===== src/hdl/lrds_pkg.sv =====
`timescale 1ns / 1ps
package lrds_pkg;

	localparam int TIME_BITS = 32;
	localparam int SPAN_BITS = 24;
	localparam int STEP_BITS = 16;
	localparam int DIV_BITS  = 24;

	localparam logic [7:0] RING_PIXELS = 8'd16;
	localparam logic [7:0] SOC_PIXELS  = 8'd8;

	localparam logic [STEP_BITS-1:0] CHASE_STEP_RST = 16'd100;
	localparam logic [STEP_BITS-1:0] BAR_STEP_RST   = 16'd250;
	localparam logic [SPAN_BITS-1:0] BAR_LEG_RST    = 24'd2000;
	localparam logic [SPAN_BITS-1:0] BAR_PAUSE_RST  = 24'd500;
	localparam logic [SPAN_BITS-1:0] BAR_TOTAL_RST  = 24'd5000;

	localparam logic [1:0] REQ_TICK  = 2'd0;
	localparam logic [1:0] REQ_CHASE = 2'd1;
	localparam logic [1:0] REQ_BAR   = 2'd2;
	localparam logic [1:0] REQ_OFF   = 2'd3;

	localparam logic [1:0] ACT_NONE   = 2'd0;
	localparam logic [1:0] ACT_CLEAR  = 2'd1;
	localparam logic [1:0] ACT_MARKER = 2'd2;
	localparam logic [1:0] ACT_BAR    = 2'd3;

	localparam logic [1:0] MODE_IDLE  = 2'd0;
	localparam logic [1:0] MODE_CHASE = 2'd1;
	localparam logic [1:0] MODE_BAR   = 2'd2;

	localparam logic [2:0] CFG_RAIL        = 3'd0;
	localparam logic [2:0] CFG_CHASE_STEP  = 3'd1;
	localparam logic [2:0] CFG_BAR_STEP    = 3'd2;
	localparam logic [2:0] CFG_BAR_LEG     = 3'd3;
	localparam logic [2:0] CFG_BAR_PAUSE   = 3'd4;
	localparam logic [2:0] CFG_BAR_TOTAL   = 3'd5;

	typedef enum logic [1:0] {
		ST_IDLE,
		ST_TIME,
		ST_DIV,
		ST_FIN
	} lrds_state_t;

	// comparison results of the serial time pass
	typedef struct packed {
		logic neg;       // elapsed wrapped past half range
		logic ge_step;   // elapsed >= chase step
		logic ge_leg;    // elapsed >= rising leg
		logic ge_hold;   // elapsed >= leg + pause
		logic ge_total;  // elapsed >= total duration
	} lrds_tflags_t;

endpackage


===== src/hdl/lrds_tsub.sv =====
`timescale 1ns / 1ps
module lrds_tsub (
	input  logic                  clk,
	input  logic                  arst_n,
	input  logic                  start,
	input  logic [31:0]           now_ms,
	input  logic [31:0]           base_ms,
	input  logic [23:0]           leg_ms,
	input  logic [23:0]           pause_ms,
	input  logic [23:0]           total_ms,
	input  logic [15:0]           step_ms,
	output logic                  done,
	output lrds_pkg::lrds_tflags_t flags,
	output logic [23:0]           elapsed,
	output logic [23:0]           fall
);
	import lrds_pkg::*;

	logic [TIME_BITS-1:0] now_q, base_q, el_q;
	logic [SPAN_BITS-1:0] leg_q, pause_q, total_q, fa_q;
	logic [STEP_BITS-1:0] step_q;
	logic                 eb_q, hc_q, fb_q;
	logic                 ge_step_q, ge_leg_q, ge_hold_q, ge_total_q;
	logic [4:0]           cnt_q;
	logic                 busy_q, done_q;

	logic e_bit, eb_d, h_bit, hc_d, f_bit, fb_d, last;

	// lsb-first: elapsed = now - base, hold_end = leg + pause, fall = elapsed - hold_end
	always_comb begin
		e_bit = now_q[0] ^ base_q[0] ^ eb_q;
		eb_d  = (~now_q[0] & base_q[0]) | (~(now_q[0] ^ base_q[0]) & eb_q);
		h_bit = leg_q[0] ^ pause_q[0] ^ hc_q;
		hc_d  = (leg_q[0] & pause_q[0]) | ((leg_q[0] ^ pause_q[0]) & hc_q);
		f_bit = e_bit ^ h_bit ^ fb_q;
		fb_d  = (~e_bit & h_bit) | (~(e_bit ^ h_bit) & fb_q);
		last  = (cnt_q == 5'(TIME_BITS - 1));
	end

	always_ff @(posedge clk or negedge arst_n) begin
		if (!arst_n) begin
			busy_q <= 1'b0;
			done_q <= 1'b0;
			cnt_q  <= '0;
		end else begin
			done_q <= busy_q && last;
			if (start) begin
				busy_q <= 1'b1;
				cnt_q  <= '0;
			end else if (busy_q) begin
				cnt_q <= cnt_q + 5'd1;
				if (last) begin
					busy_q <= 1'b0;
				end
			end
		end
	end

	always_ff @(posedge clk) begin
		if (start) begin
			now_q      <= now_ms;
			base_q     <= base_ms;
			leg_q      <= leg_ms;
			pause_q    <= pause_ms;
			total_q    <= total_ms;
			step_q     <= step_ms;
			eb_q       <= 1'b0;
			hc_q       <= 1'b0;
			fb_q       <= 1'b0;
			ge_step_q  <= 1'b1;
			ge_leg_q   <= 1'b1;
			ge_hold_q  <= 1'b1;
			ge_total_q <= 1'b1;
		end else if (busy_q) begin
			now_q   <= now_q >> 1;
			base_q  <= base_q >> 1;
			leg_q   <= leg_q >> 1;
			pause_q <= pause_q >> 1;
			total_q <= total_q >> 1;
			step_q  <= step_q >> 1;
			eb_q    <= eb_d;
			hc_q    <= hc_d;
			fb_q    <= fb_d;
			// a differing bit decides, the higher one last
			if (e_bit != step_q[0])  ge_step_q  <= e_bit;
			if (e_bit != leg_q[0])   ge_leg_q   <= e_bit;
			if (e_bit != h_bit)      ge_hold_q  <= e_bit;
			if (e_bit != total_q[0]) ge_total_q <= e_bit;
			el_q <= {e_bit, el_q[TIME_BITS-1:1]};
			if (cnt_q < 5'(SPAN_BITS)) begin
				fa_q <= {f_bit, fa_q[SPAN_BITS-1:1]};
			end
		end
	end

	assign done           = done_q;
	assign flags.neg      = el_q[TIME_BITS-1];
	assign flags.ge_step  = ge_step_q;
	assign flags.ge_leg   = ge_leg_q;
	assign flags.ge_hold  = ge_hold_q;
	assign flags.ge_total = ge_total_q;
	assign elapsed        = el_q[SPAN_BITS-1:0];
	assign fall           = fa_q;

endmodule


===== src/hdl/lrds_div.sv =====
`timescale 1ns / 1ps
module lrds_div (
	input  logic        clk,
	input  logic        arst_n,
	input  logic        start,
	input  logic [23:0] dividend,
	input  logic [15:0] divisor,
	output logic        done,
	output logic [23:0] quotient
);
	import lrds_pkg::*;

	logic [DIV_BITS-1:0]  dvd_q, quo_q;
	logic [STEP_BITS-1:0] dvs_q, rem_q;
	logic [4:0]           cnt_q;
	logic                 busy_q, done_q;

	logic [STEP_BITS:0]   rem2;
	logic                 fits;
	logic [STEP_BITS-1:0] rem_d;

	// restoring division, one quotient bit per cycle
	always_comb begin
		rem2  = {rem_q, dvd_q[DIV_BITS-1]};
		fits  = (rem2 >= {1'b0, dvs_q});
		rem_d = fits ? STEP_BITS'(rem2 - {1'b0, dvs_q}) : rem2[STEP_BITS-1:0];
	end

	always_ff @(posedge clk or negedge arst_n) begin
		if (!arst_n) begin
			busy_q <= 1'b0;
			done_q <= 1'b0;
			cnt_q  <= '0;
		end else begin
			done_q <= busy_q && (cnt_q == 5'(DIV_BITS - 1));
			if (start) begin
				busy_q <= 1'b1;
				cnt_q  <= '0;
			end else if (busy_q) begin
				cnt_q <= cnt_q + 5'd1;
				if (cnt_q == 5'(DIV_BITS - 1)) begin
					busy_q <= 1'b0;
				end
			end
		end
	end

	always_ff @(posedge clk) begin
		if (start) begin
			dvd_q <= dividend;
			dvs_q <= divisor;
			rem_q <= '0;
		end else if (busy_q) begin
			dvd_q <= dvd_q << 1;
			rem_q <= rem_d;
			quo_q <= {quo_q[DIV_BITS-2:0], fits};
		end
	end

	assign done     = done_q;
	assign quotient = quo_q;

endmodule


===== src/hdl/led_ring_diagnostic_sequencer_top.sv =====
`timescale 1ns / 1ps
// LED ring diagnostic sequencer: each item on the s_ side is a request (tick, start chase,
// start bar test, off) with a wrapping millisecond time stamp, and gives exactly one result
// item on the m_ side telling which frame to draw. One item is worked on at a time. Starts,
// offs, and ticks while idle or unpowered go straight to the result stage; a running tick
// goes through a 32-bit bit-serial pass that forms the elapsed time and all its comparisons,
// and a bar tick that needs a segment count then runs a 24-bit restoring divider by the bar
// step. A new item is taken while the previous result still sits in the output register.
// Configuration is written through the cfg_ port, always ready; the user must write it only
// while no item is in progress, as the block itself does not enforce this.
module led_ring_diagnostic_sequencer_top (
	input  logic        clk,
	input  logic        arst_n,
	input  logic        s_tvalid,
	output logic        s_tready,
	input  logic [31:0] s_tdata,   // now_ms
	input  logic [1:0]  s_tuser,   // req_type
	output logic        m_tvalid,
	input  logic        m_tready,
	output logic [23:0] m_tdata,   // marker_index, bar_segments, accepted, mode_now, zero pad
	output logic [1:0]  m_tuser,   // action
	input  logic        cfg_valid,
	output logic        cfg_ready,
	input  logic [2:0]  cfg_index,
	input  logic [23:0] cfg_data
);
	import lrds_pkg::*;

	lrds_state_t state_q, state_d;

	logic                 rail_q;
	logic [STEP_BITS-1:0] chase_step_q, bar_step_q;
	logic [SPAN_BITS-1:0] bar_leg_q, bar_pause_q, bar_total_q;

	logic [1:0]           mode_q;
	logic [7:0]           pos_q;
	logic [TIME_BITS-1:0] chase_last_q, bar_start_q, now_q;
	logic [7:0]           shown_q;
	logic                 fall_q;

	logic [1:0]           res_action_q;
	logic [7:0]           res_marker_q, res_segs_q;
	logic                 res_acc_q;
	logic                 m_valid_q;
	logic [23:0]          m_data_q;
	logic [1:0]           m_user_q;

	logic                 in_acc, go_time, t_start, fin_load;
	logic                 t_done, d_done;
	lrds_tflags_t         tflags;
	logic [SPAN_BITS-1:0] t_elapsed, t_fall;
	logic [DIV_BITS-1:0]  d_quo;
	logic                 bar_live, div_start, hold_hit, bar_upd, bar_new;
	logic [7:0]           bar_cnt;
	logic [STEP_BITS-1:0] divisor;

	lrds_tsub u_tsub (
		.clk      (clk),
		.arst_n   (arst_n),
		.start    (t_start),
		.now_ms   (s_tdata),
		.base_ms  ((mode_q == MODE_BAR) ? bar_start_q : chase_last_q),
		.leg_ms   (bar_leg_q),
		.pause_ms (bar_pause_q),
		.total_ms (bar_total_q),
		.step_ms  (chase_step_q),
		.done     (t_done),
		.flags    (tflags),
		.elapsed  (t_elapsed),
		.fall     (t_fall)
	);

	assign divisor = (bar_step_q == '0) ? STEP_BITS'(1) : bar_step_q;

	lrds_div u_div (
		.clk      (clk),
		.arst_n   (arst_n),
		.start    (div_start),
		.dividend (tflags.ge_leg ? t_fall : t_elapsed),
		.divisor  (divisor),
		.done     (d_done),
		.quotient (d_quo)
	);

	always_comb begin
		go_time = (s_tuser == REQ_TICK) && (mode_q != MODE_IDLE) && rail_q;
		// bar tick inside the test window
		bar_live  = t_done && (state_q == ST_TIME) && (mode_q == MODE_BAR) && !tflags.neg
			&& !tflags.ge_total;
		div_start = bar_live && (!tflags.ge_leg || tflags.ge_hold);
		hold_hit  = bar_live && tflags.ge_leg && !tflags.ge_hold;
		bar_upd   = hold_hit || ((state_q == ST_DIV) && d_done);
		if (state_q != ST_DIV) begin
			bar_cnt = SOC_PIXELS;
		end else if (fall_q) begin
			bar_cnt = (d_quo >= DIV_BITS'(SOC_PIXELS)) ? 8'd0 : SOC_PIXELS - d_quo[7:0];
		end else begin
			bar_cnt = (d_quo > DIV_BITS'(SOC_PIXELS)) ? SOC_PIXELS : d_quo[7:0];
		end
		bar_new = bar_upd && (bar_cnt != shown_q);
	end

	// next state
	always_comb begin
		state_d = state_q;
		case (state_q)
			ST_IDLE: if (s_tvalid) begin
				state_d = go_time ? ST_TIME : ST_FIN;
			end
			ST_TIME: if (t_done) begin
				state_d = div_start ? ST_DIV : ST_FIN;
			end
			ST_DIV: if (d_done) begin
				state_d = ST_FIN;
			end
			ST_FIN: if (!m_valid_q || m_tready) begin
				state_d = ST_IDLE;
			end
			default: state_d = ST_IDLE;
		endcase
	end

	// control outputs
	always_comb begin
		s_tready = 1'b0;
		fin_load = 1'b0;
		case (state_q)
			ST_IDLE: s_tready = 1'b1;
			ST_FIN:  fin_load = !m_valid_q || m_tready;
			default: ;
		endcase
		in_acc  = s_tvalid && s_tready;
		t_start = in_acc && go_time;
	end

	always_ff @(posedge clk or negedge arst_n) begin
		if (!arst_n) begin
			state_q      <= ST_IDLE;
			rail_q       <= 1'b1;
			chase_step_q <= CHASE_STEP_RST;
			bar_step_q   <= BAR_STEP_RST;
			bar_leg_q    <= BAR_LEG_RST;
			bar_pause_q  <= BAR_PAUSE_RST;
			bar_total_q  <= BAR_TOTAL_RST;
			mode_q       <= MODE_IDLE;
			pos_q        <= '0;
			chase_last_q <= '0;
			bar_start_q  <= '0;
			shown_q      <= '0;
			m_valid_q    <= 1'b0;
		end else begin
			state_q <= state_d;
			if (cfg_valid) begin
				case (cfg_index)
					CFG_RAIL:       rail_q       <= cfg_data[0];
					CFG_CHASE_STEP: chase_step_q <= cfg_data[STEP_BITS-1:0];
					CFG_BAR_STEP:   bar_step_q   <= cfg_data[STEP_BITS-1:0];
					CFG_BAR_LEG:    bar_leg_q    <= cfg_data;
					CFG_BAR_PAUSE:  bar_pause_q  <= cfg_data;
					CFG_BAR_TOTAL:  bar_total_q  <= cfg_data;
					default: ;
				endcase
			end
			if (in_acc) begin
				case (s_tuser)
					REQ_CHASE: if (rail_q) begin
						mode_q       <= MODE_CHASE;
						pos_q        <= '0;
						chase_last_q <= s_tdata;
					end
					REQ_BAR: if (rail_q) begin
						mode_q      <= MODE_BAR;
						bar_start_q <= s_tdata;
						shown_q     <= '0;
					end
					REQ_OFF: mode_q <= MODE_IDLE;
					default: if (!rail_q) begin
						mode_q <= MODE_IDLE;
					end
				endcase
			end
			if (t_done && (state_q == ST_TIME)) begin
				if (mode_q == MODE_CHASE) begin
					if (tflags.ge_step) begin
						chase_last_q <= now_q;
						if (pos_q >= RING_PIXELS) begin
							mode_q <= MODE_IDLE;
						end else begin
							pos_q <= pos_q + 8'd1;
						end
					end
				end else if (!tflags.neg && tflags.ge_total) begin
					mode_q <= MODE_IDLE;
				end
			end
			if (bar_new) begin
				shown_q <= bar_cnt;
			end
			if (fin_load) begin
				m_valid_q <= 1'b1;
			end else if (m_tready) begin
				m_valid_q <= 1'b0;
			end
		end
	end

	always_ff @(posedge clk) begin
		if (in_acc) begin
			now_q        <= s_tdata;
			res_action_q <= ACT_NONE;
			res_marker_q <= '0;
			res_segs_q   <= '0;
			res_acc_q    <= 1'b0;
			case (s_tuser)
				REQ_CHASE: if (rail_q) begin
					res_acc_q    <= 1'b1;
					res_action_q <= ACT_CLEAR;
				end
				REQ_BAR: if (rail_q) begin
					res_acc_q    <= 1'b1;
					res_action_q <= ACT_BAR;
				end
				REQ_OFF: if (rail_q) begin
					res_action_q <= ACT_CLEAR;
				end
				default: ;
			endcase
		end
		if (t_done && (state_q == ST_TIME)) begin
			fall_q <= tflags.ge_leg;
			if (mode_q == MODE_CHASE) begin
				if (tflags.ge_step) begin
					if (pos_q >= RING_PIXELS) begin
						res_action_q <= ACT_CLEAR;
					end else begin
						res_action_q <= ACT_MARKER;
						res_marker_q <= pos_q;
					end
				end
			end else if (!tflags.neg && tflags.ge_total) begin
				res_action_q <= ACT_CLEAR;
			end
		end
		if (bar_new) begin
			res_action_q <= ACT_BAR;
			res_segs_q   <= bar_cnt;
		end
		if (fin_load) begin
			m_user_q <= res_action_q;
			m_data_q <= {5'd0, mode_q, res_acc_q, res_segs_q, res_marker_q};
		end
	end

	assign m_tvalid  = m_valid_q;
	assign m_tdata   = m_data_q;
	assign m_tuser   = m_user_q;
	assign cfg_ready = 1'b1;

endmodule


===== config.mk =====
export PLATFORM = sky130hd
export DESIGN_NAME = led_ring_diagnostic_sequencer_top
export DESIGN_NICKNAME = d
export VERILOG_FILES = /design/src/hdl/lrds_pkg.sv /design/src/hdl/lrds_tsub.sv /design/src/hdl/lrds_div.sv /design/src/hdl/led_ring_diagnostic_sequencer_top.sv
export SDC_FILE = /design/constraint.sdc
export NUM_CORES = 1
export LEC_CHECK = 0
export BUFFER_PORTS_ARGS = -buffer_cell sky130_fd_sc_hd__clkbuf_2
export CAP_MARGIN = 30
export CORE_ASPECT_RATIO = 0.6
export CORE_MARGIN = 4
export CORE_UTILIZATION = 55
export DETAILED_ROUTE_END_ITERATION = 16
export GPL_TIMING_DRIVEN = 0
export PLACE_DENSITY = 0.72
export SYNTH_ARGS = -nofsm -noshare
export SYNTH_HDL_FRONTEND = slang
export SYNTH_SLANG_ARGS = --single-unit

===== constraint.sdc =====
create_clock -name clk -period 8.99 [get_ports clk]
set_input_delay 1.798 -clock clk [delete_from_list [all_inputs] [get_ports clk]]
set_output_delay 1.798 -clock clk [all_outputs]
set_load 0.02 [all_outputs]

==> impl_metrics.env <==
export IMPL_yosys_warnings=0
export IMPL_path_max_fanout=49
export IMPL_rows=58
export IMPL_clock_latency_ns=0.60
export IMPL_p_leak_nw=11.4
export IMPL_syn_cell_area_um2=23800
export IMPL_cp_start_kind="input pin"
export IMPL_dr_first_iter_drc_count=1522
export IMPL_drive_above_1_share=0.159
export IMPL_grt_usage=0.218
export IMPL_maxCapViolations=0
export IMPL_finalHoldViolCount=0
export IMPL_synthArstFlopShare=0.357
export IMPL_synthCells=1952
export IMPL_grt_pass1_vias=14837
export IMPL_cts_setup_buffers=0
export IMPL_dieArea_um2=46700
export IMPL_die_x_um=276
export IMPL_placedCellCount=2625
export IMPL_cts_sinks=572
export IMPL_grt_start_max_net_pins=114
export IMPL_htreeDepth=2
export IMPL_n_fill_cell=3191
export IMPL_period_share=0.531
export IMPL_critical_path_class="in2reg"
export IMPL_synth_ff_type="edfxtp_1"
export IMPL_core_um2=42300
export IMPL_initial_core_util=0.562
export IMPL_cts_root_buf="clkbuf_16"
export IMPL_regToRegEndpoint="u_tsub.leg_q[15]"
export IMPL_fin_util=0.634
export IMPL_clock_fmax_mhz=209
export IMPL_setup_worst_path_end_class="flop"
export IMPL_viasPerCell=5.55
export IMPL_hold_depth=0
export IMPL_firstDrtPassIters=5
export IMPL_peakVddDrop_uv=269
export IMPL_cts_buffer_depth=3
export IMPL_r2r_worst_path_cells=11
export IMPL_final_min_clock_period_ns=4.78
export IMPL_avgSynthCellArea_um2=12.2
export IMPL_crit_arrival_ns=5.05
export IMPL_cts_resized=0
export IMPL_clk_pin_slew_ns=0.07
export IMPL_hold_end="u_tsub.el_q[28]"
export IMPL_antenna_found_initial=2
export IMPL_critPathRequiredTime_ns=9.27
export IMPL_power_density_nw_per_um2=283
export IMPL_cts_tree="yes"
export IMPL_fin_nets=2210
export IMPL_cts_hold_buffers=0
export IMPL_vias=15105
export IMPL_maxSlewHeadroom=0.374
export IMPL_setup_violations=0
export IMPL_worstMarginPinSlew_ns=0.938
export IMPL_ant_nets=0
export IMPL_regArea_um2=15900
export IMPL_portBuffers=87
export IMPL_r2r_start="state_q[0]"
export IMPL_rsz0062_at_grt="false"
export IMPL_r2r_slack_ns=4.56
export IMPL_ys_seq_area_frac=0.667
export IMPL_grt_overflow_total=0
export IMPL_gp_congestion=0.864
export IMPL_detailed_place_hpwl_um=34400
export IMPL_drt_wl_total_um=51100
export IMPL_synth_seq_cells=572
export IMPL_pin_count=95
export IMPL_cts_inserted_buffers=50
export IMPL_synth_top_cell_by_area="edfxtp_1"
export IMPL_syn2layout_area_growth_pct=12.9
export IMPL_total_power_w=0.00758
export IMPL_mostFrequentLayoutCell="nand2_1"
export IMPL_min_from="u_tsub.el_q[29]"
export IMPL_finalNonFillerCells=2722
export IMPL_fin_worst_skew_ns=0.0315
export IMPL_drc=0
export IMPL_yosysUniqueCellTypes=75
export IMPL_multiInputGateArea_um2=7290
export IMPL_netlist_area_leader_share=0.423
export IMPL_grt_pass1_wl_um=81700
export IMPL_final_cell_mix="nand2_1 (575), edfxtp_1 (335), dfrtp_1 (177)"
export IMPL_synth_edf_count=335
export IMPL_die_y_um=169
export IMPL_outcome="complete, no violations"
export IMPL_wire_per_inst_um=18.8
export IMPL_maxSlewViolCount=0
export IMPL_synth_area_leaders="edfxtp_1 (42%), dfrtp_1 (19%), nand2_1 (9.1%)"
export IMPL_tns_ns=0
export IMPL_min_path_type="reg2reg"
-- worst max-delay path by stage --
stage	startpoint	endpoint	slack, ns	depth (start not counted)
floorplan	s_tuser[0]	u_tsub.base_q[0]	2.40	7
global placement	s_tuser[0]	u_tsub.now_q[12]	-0.32	8
detailed placement	s_tvalid	u_tsub.leg_q[15]	3.60	10
CTS	s_tvalid	u_tsub.leg_q[15]	4.22	10
global route	s_tvalid	u_tsub.leg_q[14]	3.97	10
finish	s_tvalid	u_tsub.leg_q[15]	4.21	10
-- registers in the layout, summed over array words and instances, names as in the netlist, 16 cells and up --
register and count:
u_div.dvd_q 24, u_tsub.step_q 16, bar_leg_q 24, chase_last_q 32
bar_total_q 24, now_q 32, u_div.quotient 24, m_tdata 19
u_div.dvs_q 16, u_tsub.leg_q 24, u_tsub.fall 24, u_tsub.el_q 32
bar_start_q 32, u_tsub.base_q 32, u_tsub.now_q 32, u_div.rem_q 16
u_tsub.total_q 24, bar_pause_q 24, chase_step_q 16, bar_step_q 16
u_tsub.pause_q 24
-- final cells by class --
class,instances,share of cell area
Antenna cell,2,0.000187
Clock buffer,64,0.0501
Timing Repair Buffer,96,0.0237
Clock inverter,30,0.0115
Buffer,113,0.0179
Inverter,51,0.00713
Sequential cell,572,0.591
Tap cell,570,0.0266
Multi-Input combinational cell,1224,0.272
-- cells by family (layout without fill, tap and decap cells) --
| family | Yosys count | after routing | synth area share |
|---|---|---|---|
| AND/OR/NAND/NOR | 729 | 729 | 0.128 |
| other | 2 | 12 | 0.000316 |
| AO/OA/AOI/OAI | 219 | 219 | 0.0545 |
| adder cells (fa/ha/maj) | 36 | 36 | 0.0202 |
| XOR/XNOR | 21 | 21 | 0.00774 |
| buffers and inverters | 164 | 354 | 0.0283 |
| flip-flops | 572 | 572 | 0.667 |
| multiplexers | 209 | 209 | 0.0935 |
-- worst max-delay path: stages --
cell	delay, ns
clkbuf_2	0.12
nand2_1	0.22
nor2_1	0.73
nand2_1	0.22
clkbuf_1	0.28
clkbuf_1	0.35
nand2_4	0.40
buf_16	0.28
buf_12	0.27
buf_16	0.28
-- per-layer routing --
metal  part of all wire  track usage
met2               0.44        0.323
met5                  0            0
met4              0.016       0.0460
met3              0.073       0.0462
met1               0.47        0.337
-- where the power goes --
group / switching (W) / internal, W / leakage, nW
Sequential: 0.000323 / 0.00371 / 5.87
Clock: 0.000984 / 0.00119 / 0.812
Combinational: 0.000836 / 0.000540 / 4.72
-- Yosys cell counts, drive strengths merged, types with 3 or more instances --
library cell and instances:
edfxtp 335, or4 4, a211oi 14, or3 3, o21a 4, a22oi 3, nand3 20, nor2b 5
and2 7, nand4 7, nor3b 3, and4 3, nor4 10, mux2i 105, clkbuf 93, a31oi 5
nor2 40, a21oi 35, dfxtp 33, nand2 576, nor3 15, o21ai 123, dfrtp 177, and2b 3
buf 20, o31ai 4, nand2b 8, a21o 3, mux2 104, ha 32, inv 50, xor2 10
dfstp 27, xnor2 11, fa 4, and3 18
-- stage by stage --
step / setup slack (ns) / cell area, µm² / hold WS [ns]
after CTS: 4.22 / 26800 / 0.421
final: 4.21 / 26800 / 0.414
after floorplan: 2.40 / 23800 / 0.400
after detailed placement: 3.60 / 25100 / 0.405
after global placement: -0.324 / 24900 / 0.403
after global routing: 3.97 / 26800 / 0.426
Power figures use the tool's default switching activity.
